<file path="config.mk">
export PLATFORM = sky130hd
export DESIGN_NAME = update_image_packet_receiver_core
export DESIGN_NICKNAME = d
export VERILOG_FILES = /design/src/sv/uipr_pkg.sv /design/src/sv/update_image_packet_receiver_core.sv
export VERILOG_INCLUDE_DIRS = /design/src /design/src/sv
export SDC_FILE = /design/constraint.sdc
export NUM_CORES = 1
export LEC_CHECK = 0
export CORE_AREA = 2 2 197 218
export DETAILED_ROUTE_END_ITERATION = 12
export DIE_AREA = 0 0 199 220
export DONT_BUFFER_PORTS = 1
export MAX_ROUTING_LAYER = met4
export SKIP_CTS_REPAIR_TIMING = 1
export SKIP_LAST_GASP = 1
export SLEW_MARGIN = 20
export SYNTH_ARGS = -nofsm -noshare
export SYNTH_HDL_FRONTEND = slang
export SYNTH_SLANG_ARGS = --single-unit
export TNS_END_PERCENT = 100
</file>
<file path="constraint.sdc">
create_clock -name clock -period 20.9 [get_ports clock]
set_input_delay 1.045 -clock clock [delete_from_list [all_inputs] [get_ports clock]]
set_output_delay 1.045 -clock clock [all_outputs]
set_load 0.01 [all_outputs]
</file>
<file path="src/sv/update_image_packet_receiver_core_defines.svh">
// Assertion helpers shared by the receiver RTL.
`ifndef UPDATE_IMAGE_PACKET_RECEIVER_CORE_DEFINES_SVH
`define UPDATE_IMAGE_PACKET_RECEIVER_CORE_DEFINES_SVH

`ifndef SYNTHESIS
`define UIPR_ASSERT(label, clk, rst, prop) \
   label: assert property (@(posedge clk) disable iff (rst) prop) \
      else $error("uipr assertion failed");
`define UIPR_ASSERT_ALWAYS(label, clk, prop) \
   label: assert property (@(posedge clk) prop) \
      else $error("uipr assertion failed");
`else
`define UIPR_ASSERT(label, clk, rst, prop)
`define UIPR_ASSERT_ALWAYS(label, clk, prop)
`endif

`endif

</file>
<file path="src/sv/uipr_pkg.sv">
package uipr_pkg;

   localparam int unsigned LenWidth  = 13;
   localparam int unsigned WordWidth = 32;
   localparam int unsigned ReqDataWidth = 72;
   localparam int unsigned RspDataWidth = 48;

   localparam logic [LenWidth-1:0]  DEFAULT_PKT_LEN = 13'd964;
   localparam logic [WordWidth-1:0] CRC_POLY = 32'hEDB8_8320;

   // request kinds (req_tuser / rsp_tuser)
   localparam logic [1:0] FUNC_FILE_INFO = 2'd0;
   localparam logic [1:0] FUNC_DATA      = 2'd1;
   localparam logic [1:0] FUNC_PKT_CRC   = 2'd2;

   typedef enum logic [3:0] {
      PH_IDLE      = 4'b0001,
      PH_WAIT_DATA = 4'b0010,
      PH_WAIT_CRC  = 4'b0100,
      PH_DONE      = 4'b1000
   } phase_type;

   // reflected CRC-32, one byte, eight shift steps flattened into an XOR net
   function automatic logic [WordWidth-1:0] uipr_crc_byte(
      input logic [WordWidth-1:0] crc,
      input logic [7:0]           data
   );
      logic [WordWidth-1:0] c;
      c = crc ^ {24'd0, data};
      for (int k = 0; k < 8; k++) begin
         c = (c >> 1) ^ (c[0] ? CRC_POLY : '0);
      end
      return c;
   endfunction

endpackage

</file>
<file path="src/sv/update_image_packet_receiver_core.sv">
// Channel | Dir | Handshake             | Payload
// req     | in  | req_tvalid/req_tready | tuser: func; tdata: data_byte, image_size, check_value
// rsp     | out | rsp_tvalid/rsp_tready | tuser: reply_to; tdata: ack, crc_echo, length_echo,
//         |     |                       |        update_done
// csr     | in  | csr_valid/csr_ready   | data: pkt_len
//
// Two register stages: a request register and a response register. One request per
// cycle while req_tready is high; each response is registered from the request register.
// The byte CRC update and the packet-goal subtract/compare sit between the two stages.
// A request that needs a response holds in the request register while the response
// register waits for rsp_tready; req_tready is low then.
// Synchronous active-high reset clears phase, counters and CRC; pkt_len -> 964.
// Requests that give no response (mid-packet data bytes, kind 3) never stall.
`include "update_image_packet_receiver_core_defines.svh"

module update_image_packet_receiver_core (
   input  logic                                clock,
   input  logic                                reset,
   input  logic                                req_tvalid,
   output logic                                req_tready,
   // [7:0] data_byte, [39:8] image_size, [71:40] check_value
   input  logic [uipr_pkg::ReqDataWidth-1:0]   req_tdata,
   // [1:0] func
   input  logic [1:0]                          req_tuser,
   output logic                                rsp_tvalid,
   input  logic                                rsp_tready,
   // [0] ack, [32:1] crc_echo, [45:33] length_echo, [46] update_done, [47] zero
   output logic [uipr_pkg::RspDataWidth-1:0]   rsp_tdata,
   // [1:0] reply_to
   output logic [1:0]                          rsp_tuser,
   input  logic                                csr_valid,
   output logic                                csr_ready,
   input  logic [uipr_pkg::LenWidth-1:0]       csr_data
);
   import uipr_pkg::*;

   // configuration
   logic [LenWidth-1:0]  pkt_len_ff;

   // request register
   logic                 in_valid_ff;
   logic [1:0]           in_func_ff;
   logic [7:0]           in_byte_ff;
   logic [WordWidth-1:0] in_size_ff;
   logic [WordWidth-1:0] in_check_ff;

   // transfer state
   phase_type            phase_ff, phase_in;
   logic [WordWidth-1:0] image_bytes_ff, image_bytes_in;
   logic [WordWidth-1:0] written_ff, written_in;
   logic [WordWidth-1:0] remaining_ff, remaining_in;   // image_bytes - written
   logic [LenWidth-1:0]  pkt_bytes_ff, pkt_bytes_in;
   logic [LenWidth-1:0]  pkt_goal_ff, pkt_goal_in;
   logic [WordWidth-1:0] crc_ff, crc_in;

   // response register
   logic                 rsp_valid_ff, rsp_valid_in;
   logic [1:0]           rsp_kind_ff;
   logic                 rsp_ack_ff;
   logic [WordWidth-1:0] rsp_crc_ff;
   logic [LenWidth-1:0]  rsp_len_ff;
   logic                 rsp_done_ff;

   logic                 has_result;
   logic                 res_ack;
   logic [WordWidth-1:0] res_crc;
   logic [LenWidth-1:0]  res_len;
   logic                 res_done;
   logic                 advance;
   logic                 fail;

   logic [WordWidth-1:0] crc_next;
   logic [LenWidth:0]    pkt_inc;
   logic [WordWidth-1:0] sum_written;
   logic [WordWidth-1:0] rem_after;
   logic [WordWidth-1:0] rem_file;
   logic [WordWidth-1:0] rem_sel;
   logic [LenWidth-1:0]  goal_sel;
   logic                 in_packet;

   assign csr_ready = 1'b1;

   // shared datapath terms
   always_comb begin
      crc_next    = uipr_crc_byte(crc_ff, in_byte_ff);
      pkt_inc     = {1'b0, pkt_bytes_ff} + {{LenWidth{1'b0}}, 1'b1};
      sum_written = written_ff + {{(WordWidth-LenWidth){1'b0}}, pkt_bytes_ff};
      rem_after   = remaining_ff - {{(WordWidth-LenWidth){1'b0}}, pkt_bytes_ff};
      rem_file    = in_size_ff - written_ff;
      rem_sel     = (in_func_ff == FUNC_FILE_INFO) ? rem_file : rem_after;
      goal_sel    = (rem_sel >= {{(WordWidth-LenWidth){1'b0}}, pkt_len_ff}) ?
                    pkt_len_ff : rem_sel[LenWidth-1:0];
      in_packet   = (phase_ff == PH_WAIT_DATA) || (phase_ff == PH_WAIT_CRC);
   end

   // response decision for the item in the request register
   always_comb begin
      has_result = 1'b0;
      fail       = 1'b0;
      res_ack    = 1'b0;
      res_crc    = '0;
      res_len    = '0;
      res_done   = 1'b0;
      if (in_valid_ff) begin
         priority if (in_func_ff == FUNC_FILE_INFO) begin
            has_result = 1'b1;
            res_len    = pkt_len_ff;
         end else if (in_func_ff == FUNC_DATA) begin
            if (!in_packet || (pkt_inc > {1'b0, pkt_goal_ff})) begin
               fail       = 1'b1;
               has_result = 1'b1;
               res_ack    = 1'b1;
            end else if (pkt_inc >= {1'b0, pkt_goal_ff}) begin
               has_result = 1'b1;
            end
         end else if (in_func_ff == FUNC_PKT_CRC) begin
            has_result = 1'b1;
            if (phase_ff != PH_WAIT_CRC) begin
               fail    = 1'b1;
               res_ack = 1'b1;
            end else if (crc_ff != in_check_ff) begin
               fail    = 1'b1;
               res_ack = 1'b1;
               res_crc = crc_ff;
            end else begin
               res_crc  = crc_ff;
               res_done = (sum_written >= image_bytes_ff);
            end
         end else begin
            has_result = 1'b0;
         end
      end
   end

   assign advance    = in_valid_ff && (!has_result || !rsp_valid_ff || rsp_tready);
   assign req_tready = !in_valid_ff || advance;

   // state update
   always_comb begin
      phase_in       = phase_ff;
      image_bytes_in = image_bytes_ff;
      written_in     = written_ff;
      remaining_in   = remaining_ff;
      pkt_bytes_in   = pkt_bytes_ff;
      pkt_goal_in    = pkt_goal_ff;
      crc_in         = crc_ff;
      if (advance) begin
         if (fail) begin
            phase_in       = PH_IDLE;
            image_bytes_in = '0;
            written_in     = '0;
            remaining_in   = '0;
            pkt_bytes_in   = '0;
            pkt_goal_in    = '0;
            crc_in         = '0;
         end else if (in_func_ff == FUNC_FILE_INFO) begin
            phase_in       = PH_WAIT_DATA;
            image_bytes_in = in_size_ff;
            remaining_in   = rem_file;
            pkt_bytes_in   = '0;
            pkt_goal_in    = goal_sel;
            crc_in         = '0;
         end else if (in_func_ff == FUNC_DATA) begin
            crc_in       = crc_next;
            pkt_bytes_in = pkt_inc[LenWidth-1:0];
            if (pkt_inc >= {1'b0, pkt_goal_ff}) begin
               phase_in = PH_WAIT_CRC;
            end
         end else if (in_func_ff == FUNC_PKT_CRC) begin
            crc_in = '0;
            if (res_done) begin
               phase_in     = PH_DONE;
               written_in   = '0;
               remaining_in = image_bytes_ff;
            end else begin
               phase_in     = PH_WAIT_DATA;
               written_in   = sum_written;
               remaining_in = rem_after;
               pkt_bytes_in = '0;
               pkt_goal_in  = goal_sel;
            end
         end
      end
   end

   always_comb begin
      if (advance && has_result) begin
         rsp_valid_in = 1'b1;
      end else if (rsp_tready) begin
         rsp_valid_in = 1'b0;
      end else begin
         rsp_valid_in = rsp_valid_ff;
      end
   end

   always_ff @(posedge clock) begin
      if (reset) begin
         pkt_len_ff     <= DEFAULT_PKT_LEN;
         in_valid_ff    <= 1'b0;
         rsp_valid_ff   <= 1'b0;
         phase_ff       <= PH_IDLE;
         image_bytes_ff <= '0;
         written_ff     <= '0;
         remaining_ff   <= '0;
         pkt_bytes_ff   <= '0;
         pkt_goal_ff    <= '0;
         crc_ff         <= '0;
      end else begin
         if (csr_valid && csr_ready) begin
            pkt_len_ff <= csr_data;
         end
         if (req_tready) begin
            in_valid_ff <= req_tvalid;
         end
         rsp_valid_ff   <= rsp_valid_in;
         phase_ff       <= phase_in;
         image_bytes_ff <= image_bytes_in;
         written_ff     <= written_in;
         remaining_ff   <= remaining_in;
         pkt_bytes_ff   <= pkt_bytes_in;
         pkt_goal_ff    <= pkt_goal_in;
         crc_ff         <= crc_in;
      end
   end

   // payload registers
   always_ff @(posedge clock) begin
      if (req_tready && req_tvalid) begin
         in_func_ff  <= req_tuser;
         in_byte_ff  <= req_tdata[7:0];
         in_size_ff  <= req_tdata[39:8];
         in_check_ff <= req_tdata[71:40];
      end
      if (advance && has_result) begin
         rsp_kind_ff <= in_func_ff;
         rsp_ack_ff  <= res_ack;
         rsp_crc_ff  <= res_crc;
         rsp_len_ff  <= res_len;
         rsp_done_ff <= res_done;
      end
   end

   assign rsp_tvalid = rsp_valid_ff;
   assign rsp_tuser  = rsp_kind_ff;
   assign rsp_tdata  = {1'b0, rsp_done_ff, rsp_len_ff, rsp_crc_ff, rsp_ack_ff};

   `UIPR_ASSERT(a_pkt_within_goal, clock, reset, pkt_bytes_ff <= pkt_goal_ff)
   `UIPR_ASSERT(a_remaining_tracks, clock, reset,
                remaining_ff == image_bytes_ff - written_ff)
   `UIPR_ASSERT(a_error_clears, clock, reset,
                advance && fail |=> phase_ff == PH_IDLE && written_ff == '0)
   `UIPR_ASSERT(a_done_only_on_crc_ok, clock, reset,
                rsp_valid_ff && rsp_done_ff |-> rsp_kind_ff == FUNC_PKT_CRC && !rsp_ack_ff)

endmodule
</file>
==> flow_metrics.py, run 1 <==
metrics = {
    "worst_setup_path": {
        "cp.arrival_ps": 6790,
        "critPathLaunchType": "register",
        "cp.required_ps": 21350,
        "cp-end-kind": "register",
        "worstSetupPathType": "reg -> reg",
        "crit_path_max_fanout": 19,
    },
    "sta": {
        "final-setup-viol-count": 0,
        "max_clock_freq_mhz": 158,
        "fin_crit_sh_pct": 30.3,
        "fin_setup_tns_ps": 0,
        "rsz0062_at_grt": "false",
        "worst_clock_skew_ps": 27.3,
        "maxSlewViolCount": 0,
        "slew_headroom_pct": 30.6,
        "finalWorstPathRequiredPeriod_ps": 6340,
        "worstMarginPinSlew_ps": 1040,
        "finalHoldViolCount": 0,
    },
    "floorplan": {
        "dieHeight_um": 220,
        "io_pins": 145,
        "die_area_um2": 43800,
        "die_w_um": 199,
        "rows": 79,
        "design.core.area_um2": 41800,
        "start_util_pct": 44.1,
    },
    "routing": {
        "detailroute.via_count": 15700,
        "via_per_inst": 5.85,
        "drt_iter0_markers": 1307,
        "dr.pass1.iters": 6,
        "drt-total-wl_um": 57000,
        "wl_per_cell_um": 21.3,
        "ant_nets": 0,
        "remaining_drc_errors": 0,
    },
    "yosys": {
        "yosysWarnings": 0,
        "syn_inst": 2137,
        "synth_cell_types": 83,
        "synth_top_area_cell": "edfxtp_1",
        "synth_nets": 2348,
        "synth_common_cells": "244 x nand2_1, 221 x a21oi_1, 173 x dfxtp_1, 124 x inv_1, 123 x edfxtp_1",
        "synth_seq_cells": 296,
        "synthTopCellsByArea": "edfxtp_1 20%, dfxtp_1 19%, ha_1 7.9%, a21oi_1 6.0%, xnor2_1 5.8%",
        "ys.flop_type": "dfxtp_1",
        "synth_async_sr_flop_share_pct": 0,
        "synth_top_area_share_pct": 20.0,
        "synth.cell_area_um2": 18500,
        "synth_edf_count": 123,
        "syn_area_per_cell_um2": 8.64,
        "yosys.cell_count.top_type": "nand2_1",
        "synth_seq_area_share_pct": 38.8,
    },
    "grt": {
        "grt_max_degree": 108,
        "grt_use_total_pct": 26.7,
        "gr-total-overflow": 0,
        "grt_pass1_wl_um": 86500,
        "grt_pass1_vias": 14800,
        "antenna_found_initial": 3,
    },
    "place": {
        "portBuffers": 0,
        "hpwl_um": 42500,
        "placed_cell_area_um2": 18900,
        "gp_congestion": 0.939,
    },
    "finish": {
        "n_fill_cell": 3966,
        "regArea_um2": 7160,
        "nets": 2293,
        "synthToLayoutAreaGrowth_pct": 9.06,
        "multi_input_area_um2": 10400,
        "final_area_um2": 20100,
        "drive_above_1_share_pct": 5.74,
    },
    "clock_tree": {
        "h-tree-depth": 2,
        "clk_path_buf_depth": 3,
        "cts_tree": "done",
        "worst_skew_pair.late_latency_ps": 570,
        "cts.sinks": 296,
        "cts.clk_slew.worst_paths_ps": 60,
        "root_buffer": "clkbuf_16",
        "cts_buffers": 35,
    },
    "pwr": {
        "peakVddDrop_mv": 0.0746,
        "pwr_density_cell_nw_per_um2": 78.9,
        "power.leakage_nw": 7.45,
    },
    "status": {
        "status": "finished, final reports clean",
    },
    "worst_hold_path": {
        "holdCritPathClass": "reg -> reg",
    },
    "flow_run": {
        "drv_cap": 0,
    },
}
## registers in the layout (all words and copies together) (netlist names), 4 cells and up
name and count:
crc_ff 32, image_bytes_ff 32, in_byte_ff 8, in_check_ff 32
in_size_ff 32, phase_ff 4, pkt_bytes_ff 13, pkt_goal_ff 13
pkt_len_ff 13, remaining_ff 32, rsp_crc_ff 32, rsp_len_ff 13
written_ff 32
## stage by stage
| step | setup slack (ps) | cells | hold WS [ps] | utilization [%] | power (mW) |
|---|---|---|---|---|---|
| 2_1_floorplan | 14220 | 2137 | 424 | - | 0.872 |
| 3_3_place_gp | 14720 | 2612 | 433 | 45.2 | 0.941 |
| 3_5_place_dp | 14540 | 2612 | 438 | 45.2 | 0.943 |
| 4_1_cts | 14500 | 2676 | 446 | 48.1 | 1.60 |
| 5_1_grt | 14210 | 2679 | 473 | 48.1 | 1.65 |
| 6_report | 14560 | 2680 | 445 | 48.1 | 1.59 |
## layout by cell type (no fill, tap or decap), types with 5 or more instances in the layout
master / netlist / final
o21ai_0: 92 / 91
a211oi_1: 18 / 18
o31ai_1: 14 / 14
a21boi_0: 5 / 5
o21a_1: 21 / 21
and3_1: 23 / 22
dfxtp_1: 173 / 173
a21o_1: 38 / 38
bufinv_16: 0 / 5
or2_2: 8 / 8
or3_1: 26 / 26
nor2_1: 110 / 108
and4_2: 5 / 5
a31oi_1: 14 / 14
a22o_1: 12 / 12
ha_1: 116 / 116
and2_1: 42 / 42
edfxtp_1: 123 / 123
o211ai_1: 45 / 45
nor2b_1: 8 / 8
a22oi_1: 6 / 6
nor3_1: 74 / 73
a211o_1: 5 / 5
and4_1: 7 / 7
inv_1: 124 / 123
buf_4: 4 / 22
nand3_1: 98 / 97
nor4_1: 19 / 18
clkbuf_1: 90 / 9
a21oi_1: 221 / 220
xor2_1: 67 / 67
nand2b_1: 14 / 14
xnor2_1: 122 / 122
nand2_1: 244 / 244
clkbuf_16: 0 / 35
mux2i_1: 22 / 22
nand4_1: 23 / 23
## metal layers
metal	global-route usage [%]	share of wire, %	vias up
met2	41.6	46	580
met5	-	0	-
met3	4.84	6.9	95
met1	35.0	44	7477
li1	-	-	7534
met4	9.18	2.9	0
## kinds of logic (layout without fill, tap and decap cells)
logic type | Yosys count | in the layout | share of synthesized area, %
and+or+nand+nor | 725 | 725 | 19.2
AOI/OAI and AO/OA | 543 | 543 | 18.4
DFF | 296 | 296 | 38.8
buffers and inverters | 238 | 210 | 5.09
xor gates and xnor gates | 189 | 189 | 8.97
adders and majority gates | 119 | 119 | 8.19
muxes | 25 | 25 | 1.38
other | 2 | 6 | 0.0407
## critical path, stage by stage (launching register included)
cell and delay (ps):
dfxtp_1 490, ha_1 240, inv_1 60, fa_1 410, nor2b_1 130, o21ai_0 100
a21boi_0 230, o21ai_0 180, a21oi_1 290, o41a_1 190, a41o_1 650, nand3_1 220
xnor2_1 170, ha_1 180, a21o_1 160, a21o_1 170, a21oi_1 240, o211ai_1 140
a21oi_1 210, o21ai_0 130, buf_4 200, nand2_1 90, inv_1 300, o21a_1 450
and2_1 240, a311o_2 340
## area by class of cell
class	instances	area share [%]
Clock buffer	49	4.80
Antenna cell	4	0.0497
Tap cell	567	3.52
Clock inverter	15	1.18
Sequential cell	296	35.6
Timing Repair Buffer	22	0.820
Inverter	124	2.31
Multi-Input combinational cell	1603	51.8
## report_power, final
group	total (mW)	internal (mW)	switching [mW]
combinational	0.283	0.109	0.175
clock	0.652	0.390	0.262
sequential	0.652	0.627	0.0248
## path summary, 6_finish.rpt
kind / start / to / slack [ps] / depth (start not counted)
worst max-delay path: pkt_bytes_ff[0]$_SDFFE_PP0P_ / pkt_goal_ff[0]$_SDFFE_PP0P_ / 14560 / 25
worst min-delay path: image_bytes_ff[16]$_SDFFE_PP0P_ / image_bytes_ff[16]$_SDFFE_PP0P_ / 440 / 2
worst max register to register: pkt_bytes_ff[0]$_SDFFE_PP0P_ / pkt_goal_ff[0]$_SDFFE_PP0P_ / 14560 / 25
worst min register to register: image_bytes_ff[16]$_SDFFE_PP0P_ / image_bytes_ff[16]$_SDFFE_PP0P_ / 440 / 2
Note: power is estimated with default switching activity, not from simulation.
==> run 2, diff against run 1 <==
- clock period: 20.9 -> 5.9 ns (I/O delays scaled with it)
==> run 2 against run 1 <==
Compared with the run above: worst setup slack lost 14000 ps; fmax grew 14%; sequential power grew to 3.5 times the previous value; wire length grew 1.3%; global-route usage shrank 0.33 points; utilization grew 2.6 points; clock skew grew 6.3 ps; critical path type unchanged.
==> flow_metrics.py, run 2 (same netlist as run 1, synthesis figures left out) <==
metrics = {
    "worst_setup_path": {
        "cp.required_ps": 6340,
        "worstSetupPathType": "reg -> reg",
        "crit_path_max_fanout": 13,
        "cp.arrival_ps": 5980,
        "cp-end-kind": "register",
        "critPathLaunchType": "register",
    },
    "sta": {
        "max_clock_freq_mhz": 181,
        "fin_setup_tns_ps": 0,
        "fin_crit_sh_pct": 93.9,
        "maxSlewViolCount": 0,
        "worst_clock_skew_ps": 33.6,
        "rsz0062_at_grt": "false",
        "slew_headroom_pct": 22.6,
        "finalWorstPathRequiredPeriod_ps": 5540,
        "final-setup-viol-count": 0,
        "finalHoldViolCount": 0,
        "worstMarginPinSlew_ps": 1150,
    },
    "clock_tree": {
        "root_buffer": "clkbuf_16",
        "h-tree-depth": 2,
        "cts_buffers": 35,
        "cts_tree": "done",
        "clk_path_buf_depth": 3,
        "worst_skew_pair.late_latency_ps": 580,
        "cts.sinks": 296,
        "cts.clk_slew.worst_paths_ps": 70,
    },
    "place": {
        "dp.cells": 2625,
        "hpwl_um": 42500,
        "placed_cell_area_um2": 19000,
        "portBuffers": 0,
        "gp_congestion": 0.973,
    },
    "routing": {
        "via_per_inst": 5.76,
        "dr.pass1.iters": 6,
        "drt-total-wl_um": 57700,
        "remaining_drc_errors": 0,
        "detailroute.via_count": 16000,
        "ant_nets": 0,
        "wl_per_cell_um": 20.7,
        "drt_iter0_markers": 1196,
    },
    "pwr": {
        "power.leakage_nw": 7.91,
        "peakVddDrop_mv": 0.244,
        "fin_total_pwr_mw": 5.61,
        "pwr_density_cell_nw_per_um2": 265,
    },
    "worst_hold_path": {
        "holdCritPathClass": "in -> reg",
    },
    "floorplan": {
        "start_util_pct": 44.1,
        "io_pins": 145,
        "design.core.area_um2": 41800,
        "dieHeight_um": 220,
        "rows": 79,
        "die_area_um2": 43800,
        "die_w_um": 199,
    },
    "finish": {
        "final_cell_mix": "244 x nand2_1, 220 x a21oi_1, 173 x dfxtp_1",
        "final_cells": 2788,
        "post-route-util_pct": 50.7,
        "synthToLayoutAreaGrowth_pct": 14.9,
        "drive_above_1_share_pct": 6.13,
        "n_fill_cell": 3871,
        "final_common_cell": "nand2_1",
        "nets": 2404,
        "final_area_um2": 21200,
    },
    "grt": {
        "grt_max_degree": 108,
        "grt_use_total_pct": 26.4,
        "gr-total-overflow": 0,
        "antenna_found_initial": 1,
        "grt_pass1_wl_um": 86000,
        "grt_pass1_vias": 14800,
    },
    "flow_run": {
        "drv_cap": 0,
    },
    "status": {
        "status": "finished, final reports clean",
    },
}
run 2: changes by cell type in the layout (fill, tap and decap cells not counted), sizes merged, moves of 3 or more:
| cell | before | now |
|---|---|---|
| buf | 22 | 36 |
| bufinv | 5 | 2 |
| clkbuf | 49 | 45 |
| clkinv | 5 | 11 |
| diode | 4 | 1 |
| dlygate4sd3 | 0 | 97 |
run 2: path summary, 6_finish.rpt:
check	start	endpoint	slack [ps]	cells past startpoint
worst max-delay path	pkt_bytes_ff[1]$_SDFFE_PP0P_	pkt_goal_ff[0]$_SDFFE_PP0P_	360	19
worst min-delay path	reset	pkt_len_ff[7]$_SDFFE_PP1P_	2	2
worst max register to register	pkt_bytes_ff[1]$_SDFFE_PP0P_	pkt_goal_ff[0]$_SDFFE_PP0P_	360	19
worst min register to register	image_bytes_ff[6]$_SDFFE_PP0P_	image_bytes_ff[6]$_SDFFE_PP0P_	450	2
run 2: worst max-delay path: stages, from the launching register on:
cell and delay (ps):
dfxtp_1 430, inv_1 140, ha_1 280, nor2b_1 170, o31a_1 280, o211ai_1 430
nand2_1 170, a21o_1 200, a21o_1 180, xnor2_1 130, o21ai_0 360, ha_1 330
a21o_1 180, a21oi_1 170, nand2_1 80, nor4b_2 330, o2111ai_1 230, a211oi_2 550
nand2_2 320, a311o_2 450
run 2: where the power goes:
part           switching [mW]  total, mW  leakage (nW)  internal [mW]
combinational           0.636       1.07          4.75          0.436
clock                   0.953       2.23         0.575           1.27
sequential             0.0909       2.31          2.59           2.22
run 2: area by class of cell:
class	instances	area [um2]	share of cell area, %
clock inverters	19	221	1.04
inverters	124	465	2.20
flip-flops and latches	296	7160	33.8
multi-input cells	1603	10400	49.1
well taps	567	709	3.35
diodes	1	2.50	0.0118
repair buffers	133	1270	6.01
clock buffers	45	965	4.55
run 2: layer usage:
metal	vias up	global-route usage (%)	share of wire [%]
li1	7767	-	-
met1	7688	35.5	46
met2	512	41.0	46
met3	80	4.24	5.7
met4	0	7.59	2.6
met5	-	-	0
run 2: metrics by stage:
| step | setup slack [ps] | hold slack [ps] |
|---|---|---|
| 2_1_floorplan | 876 | 394 |
| 3_3_place_gp | 366 | 389 |
| 3_5_place_dp | 310 | 390 |
| 4_1_cts | 261 | -217 |
| 5_1_grt | 11.4 | 26.2 |
| 6_report | 360 | 2.24 |
